[src/hdl/amtd_pkg.sv]
// shared types and constants for the trs decomposition core
// no dependencies
package amtd_pkg;

   localparam int SQRT_STAGES = 32;   // one root bit per stage, 64-bit radicand
   localparam int DIV_STAGES  = 31;   // one quotient bit per stage, quotient <= 2^30

   localparam logic signed [31:0] ONE_Q30 = 32'sh4000_0000;

   typedef struct packed {
      logic signed [31:0] m00;
      logic signed [31:0] m01;
      logic signed [31:0] m02;
      logic signed [31:0] m03;
      logic signed [31:0] m10;
      logic signed [31:0] m11;
      logic signed [31:0] m12;
      logic signed [31:0] m13;
      logic signed [31:0] m20;
      logic signed [31:0] m21;
      logic signed [31:0] m22;
      logic signed [31:0] m23;
   } req_type;

   typedef struct packed {
      logic signed [31:0] pos_x;
      logic signed [31:0] pos_y;
      logic signed [31:0] pos_z;
      logic [30:0]        scale_x;
      logic [30:0]        scale_y;
      logic [30:0]        scale_z;
      logic signed [31:0] quat_x;
      logic signed [31:0] quat_y;
      logic signed [31:0] quat_z;
      logic signed [31:0] quat_w;
      logic               degenerate;
   } rsp_type;

endpackage

[src/hdl/amtd_sqrt.sv]
// pipelined integer square root, floor(sqrt(x)) of a 64-bit radicand
// depends on amtd_pkg for the stage count
module amtd_sqrt (
   input  logic        clock,
   input  logic        reset,
   input  logic        in_valid,
   input  logic [63:0] in_radicand,
   output logic        out_valid,
   output logic [31:0] out_root
);

   localparam int N = amtd_pkg::SQRT_STAGES;

   logic [N-1:0] valid_ff, valid_in;
   logic [63:0]  rad_ff  [0:N-1];
   logic [33:0]  rem_ff  [0:N-1];
   logic [31:0]  root_ff [0:N-1];
   logic [63:0]  rad_in  [0:N-1];
   logic [33:0]  rem_in  [0:N-1];
   logic [31:0]  root_in [0:N-1];

   logic [63:0]  cur_rad  [0:N-1];
   logic [33:0]  cur_rem  [0:N-1];
   logic [31:0]  cur_root [0:N-1];
   logic [N-1:0] cur_valid;
   logic [35:0]  rem_sh   [0:N-1];
   logic [35:0]  trial    [0:N-1];
   logic [35:0]  rem_sub  [0:N-1];
   logic [N-1:0] ge;

   always_comb begin
      cur_rad[0]   = in_radicand;
      cur_rem[0]   = '0;
      cur_root[0]  = '0;
      cur_valid[0] = in_valid;
      for (int k = 1; k < N; k++) begin
         cur_rad[k]   = rad_ff[k-1];
         cur_rem[k]   = rem_ff[k-1];
         cur_root[k]  = root_ff[k-1];
         cur_valid[k] = valid_ff[k-1];
      end
      for (int k = 0; k < N; k++) begin
         // bring down the next radicand digit pair, try root*4+1
         rem_sh[k]  = {cur_rem[k], cur_rad[k][63:62]};
         trial[k]   = {2'b00, cur_root[k], 2'b01};
         ge[k]      = (rem_sh[k] >= trial[k]);
         rem_sub[k] = ge[k] ? (rem_sh[k] - trial[k]) : rem_sh[k];
         rem_in[k]  = rem_sub[k][33:0];
         root_in[k] = {cur_root[k][30:0], ge[k]};
         rad_in[k]  = {cur_rad[k][61:0], 2'b00};
         valid_in[k] = cur_valid[k];
      end
   end

   always_ff @(posedge clock) begin
      if (reset) begin
         valid_ff <= '0;
      end else begin
         valid_ff <= valid_in;
      end
      for (int k = 0; k < N; k++) begin
         rad_ff[k]  <= rad_in[k];
         rem_ff[k]  <= rem_in[k];
         root_ff[k] <= root_in[k];
      end
   end

   assign out_valid = valid_ff[N-1];
   assign out_root  = root_ff[N-1];

endmodule

[config.mk]
export PLATFORM = sky130hd
export DESIGN_NAME = amtd_sqrt
export DESIGN_NICKNAME = d
export VERILOG_FILES = /design/src/hdl/amtd_pkg.sv /design/src/hdl/amtd_sqrt.sv
export SDC_FILE = /design/constraint.sdc
export NUM_CORES = 2
export LEC_CHECK = 0
export ABC_CLOCK_PERIOD_IN_PS = 6200
export BUFFER_PORTS_ARGS = -buffer_cell sky130_fd_sc_hd__buf_2
export CORE_ASPECT_RATIO = 0.5
export CORE_MARGIN = 8
export CORE_UTILIZATION = 44
export DETAILED_ROUTE_END_ITERATION = 16
export PLACE_DENSITY = 0.65
export RECOVER_POWER = 25
export SYNTH_ARGS = -nofsm -noshare
export SYNTH_HDL_FRONTEND = slang
export SYNTH_MEMORY_MAX_BITS = 65536
export SYNTH_SLANG_ARGS = --single-unit
[constraint.sdc]
create_clock -name clock -period 6.2 [get_ports clock]
set_input_delay 0.31 -clock clock [delete_from_list [all_inputs] [get_ports clock]]
set_output_delay 0.31 -clock clock [all_outputs]
set_load 0.02 [all_outputs]
### Word level (Yosys, flattened, before mapping)

Memories as Yosys holds them, arrays and structs flattened.
Cells that the tools add are included.

* $add $sub $neg: 32
* $lt $le $gt $ge: 32
* multiplexer cells: 32

Operators by type and width (number)
* $ge A36 B34 Y1: 31
* $mux W34: 32
* $sub A34 B34 Y34: 31
* $sub A2 B1 Y3 const B: 1
* $ge A2 B1 Y1 const B: 1

* flip-flop bits (word level): 32
* bits in writable memories: 4096
* bits of input ports: 67
* output and inout bits: 33
* word-level logic and storage cells: 100
* memories: 3

Memory list
* rad_ff: depth 32, width 62, read ports 31, clocked after memory_dff 0, wr ports 32, line amtd_sqrt.sv:15 `logic [63:0] rad_ff [0:N-1];`
* rem_ff: depth 32, width 34, read ports 31, clocked after memory_dff 0, wr ports 32, line amtd_sqrt.sv:16 `logic [33:0] rem_ff [0:N-1];`
* root_ff: depth 32, width 32, read ports 32, clocked after memory_dff 0, wr ports 32, line amtd_sqrt.sv:17 `logic [31:0] root_ff [0:N-1];`

### Logic depth before layout (Yosys ltp)

An unclocked memory read counts as a cell.

* word-level depth: 3
* depth in mapped cells: 15
* depth with buffers taken out: 12

### Worst setup path before layout

No wires, ideal clock.

* path kind: register -> register
* start: memory root_ff[27][13], in the netlist root_ff[1][365]
* end: memory rem_ff[28][10], in the netlist rem_ff[1][418]
* setup time: 0.121 ns
* arrival: 2.925 ns
* data required time: 6.079 ns
* path slack: 3.155 ns
* stages on the path, launching flop included: 12
* cells stage by stage: dfxtp_1 > inv_1 > ha_1 > clkbuf_1 > a21o_1 > a21o_1 > a2111o_1 > a2111oi_0 > a21boi_0 > a21oi_1 > clkbuf_1 > mux2_2

RTL lines (line)
* from (decl): amtd_sqrt.sv:17
* to (decl): amtd_sqrt.sv:16

==> metrics <==
Final setup viols 0; first-pass GRT wire length 301.5 mm; cell area after synthesis 93110 um2; clk_skew 0.07118 ns; post-route cell area 105300 um2; final hold slack 0.08079 ns; met2 WL 88.46 mm; CTS clk-pin slew, worst paths 0.08 ns; Layout area overhead 13.07%; critical path capture point type flip-flop; core area 210400 um2; H-tree depth 4; most frequent cells in the layout dfxtp_1 (2555), inv_1 (700), nand2_1 (681); Yosys cell types 98; main flop type after synthesis dfxtp_1; CP max stage delay 0.79 ns; Clk Latency, worst-skew pair 0.86 ns; Min Clock Period, post-route 4.152 ns; crit-path max FO 46; post-route ant nets 0; FILL cells 19049; largest net degree at the start of global routing 49; CTS tree done; routability congestion estimate 0.9047; initial antenna violation count 0; PD cells 399.3 nW/um2; Initial Utilization 44.26%; RSZ-0062 raised after global routing false; crit path launch type flip-flop; Pleak 48.91 nW; PortBufs 99; Max Used Layer met4; Final Worst Setup Slack 2.048 ns; Setup CP Type reg2reg; Final Hold Viols 0; synthesized flop and latch total 2555; post-route setup TNS 0 ns; Final #Nets 10030; area of placed instances 96740 um2; die area 227500 um2; cells after synthesis 9149; drt via density 4.970; crit path max-delay cell type and2_1; period utilisation layout 66.96%; worst hold path type in2reg; Fmax 240.9 MHz; FP Rows 119; CTS sink count 2555; total gr overflow 0; syn_nets 9778; layout cells sized above 1 6.421%; Detailed Route Iter0 Violations 3699; worst slack at placement 2.073 ns; Detailed Routing Iterations Pass 1 8; Post-synth ARST share 0%; Die Span Y 341.3 um; n_diodes 0; number of synthesized flops with an enable pin 0; largest area contributor in the netlist dfxtp_1; Seq/Total Area, Yosys 54.94%; vias in the first global route 59824; routed wl met3 7.297 mm; met1 WL 84.19 mm; CTS max path bufs 4; slew margin rel. 20.51%; max-cap viol count 0; Synth Area per Inst 10.18 um2; Die X 666.6 um; Num CTS Buffers 217; I/O Pins 100; Slew Viols, Final 0; most common cell after layout, fill and taps aside dfxtp_1; CP most frequent cell a21oi_1; Slew @ Worst Pin 1.177 ns; CTS Root Cell clkbuf_16; post-CTS setup buffers 0; maximum vdd drop 0.2637 mV; status finished clean; Synth Warn # 0; arrival time at the worst endpoint 4.81 ns; via count 61730; # DRC 0; Crit path required time 6.86 ns; Routed WL 185.9 mm; dpl hpwl 139.6 mm; global-route usage over all layers 15.74%; top cells by area, synth dfxtp_1 (55%), ha_1 (7.6%), xnor2_1 (4.1%); post-synth top area share 54.94%; DR WL/cell 14.97 um; CP Cell Sequence inv_1 > ha_1 > a2111oi_0 > a21oi_1 > o31ai_1 > a21oi_1 > o21ai_0 > and2_1 > inv_2 > nor2_1 > a21oi_1
## path summary, 6_finish.rpt
path / start / to / slack (ns) / cells past startpoint
max reg2reg: root_ff[1][386] / rem_ff[1][455] / 2.05 / 11
min reg2reg: rad_ff[0][347] / rad_ff[0][411] / 0.27 / 0
max: root_ff[1][386] / rem_ff[1][455] / 2.05 / 11
min: in_radicand[53] / rad_ff[0][53] / 0.08 / 2
## synth_stat cells, types with 18 or more instances
| library cell | instances |
|---|---|
| nor4_1 | 114 |
| nor3_1 | 218 |
| o211ai_1 | 31 |
| xnor2_1 | 432 |
| mux2_2 | 38 |
| or4_1 | 53 |
| nand3_1 | 130 |
| a31oi_1 | 63 |
| and3_1 | 55 |
| inv_1 | 700 |
| or2_2 | 31 |
| a21o_1 | 257 |
| o31ai_1 | 69 |
| nor2b_1 | 105 |
| nand2b_1 | 106 |
| o21ai_0 | 501 |
| ha_1 | 562 |
| clkbuf_1 | 149 |
| dfxtp_1 | 2555 |
| nand4_1 | 101 |
| o21bai_1 | 52 |
| or3_1 | 89 |
| a21oi_1 | 510 |
| nand2_1 | 681 |
| o31a_1 | 18 |
| nor2_1 | 528 |
| and4_1 | 26 |
| xor2_1 | 419 |
| a2111oi_0 | 20 |
| and2_1 | 37 |
| nand3b_1 | 26 |
| o21a_1 | 110 |
| a211oi_1 | 63 |
## flip-flops by register name, summed over array words and instances, names as in the netlist
signal,count
rem_ff,1003
rad_ff,992
root_ff,528
valid_ff,32
## critical path, delay by kind of cell, from the launching register on
kind / cells / cell delay (ns)
AO/OA/AOI/OAI: 6 / 1.66
adder cells (fa/ha/maj): 1 / 0.32
flip-flops: 1 / 0.33
buffers and inverters: 2 / 0.63
AND/OR/NAND/NOR: 2 / 1.01
## what timing repair did
action	CTS	global route
gates resized for setup	0	0
hold buffers	87	0
setup endpoints to repair	0	0
hold endpoints to repair	97	0
## power breakdown
| group | total [mW] | internal, mW | switching [mW] |
|---|---|---|---|
| clock | 14.4 | 8.37 | 6.01 |
| sequential | 21.1 | 19.1 | 1.97 |
| combinational | 6.60 | 2.98 | 3.62 |
## area by class of cell
type                            instances  area [um2]  share of cell area (%)
Inverter                              703        2639                   2.506
Sequential cell                      2555       51150                   48.58
Timing Repair Buffer                  211        1550                   1.472
Clock inverter                        103        1473                   1.399
Clock buffer                          293        6190                   5.879
Multi-Input combinational cell       5713       38720                   36.78
Tap cell                             2843        3557                   3.379
## stage by stage
step	util (%)	std cells	total power [mW]
after floorplan	-	9149	25.91
after global placement	45.98	11938	27.83
after detailed placement	45.98	11938	27.92
after CTS	50.04	12421	42.47
after global routing	50.04	12421	44.27
final	50.04	12421	42.04
## metal layers
metal	vias up	global-route usage [%]
met3	355	2.511
met2	1022	27.88
met1	28573	19.50
met4	0	5.254
li1	31780	-
met5	-	0
## kinds of logic after synthesis
kind of cell / share of synthesized area [%]
XOR/XNOR: 8.005
AO/OA/AOI/OAI: 12.54
flip-flops: 54.94
AND/OR/NAND/NOR: 12.78
buffers and inverters: 3.630
adder cells (fa/ha/maj): 7.552
other: 0.004028
multiplexers: 0.5563
Power figures use the tool's default switching activity.
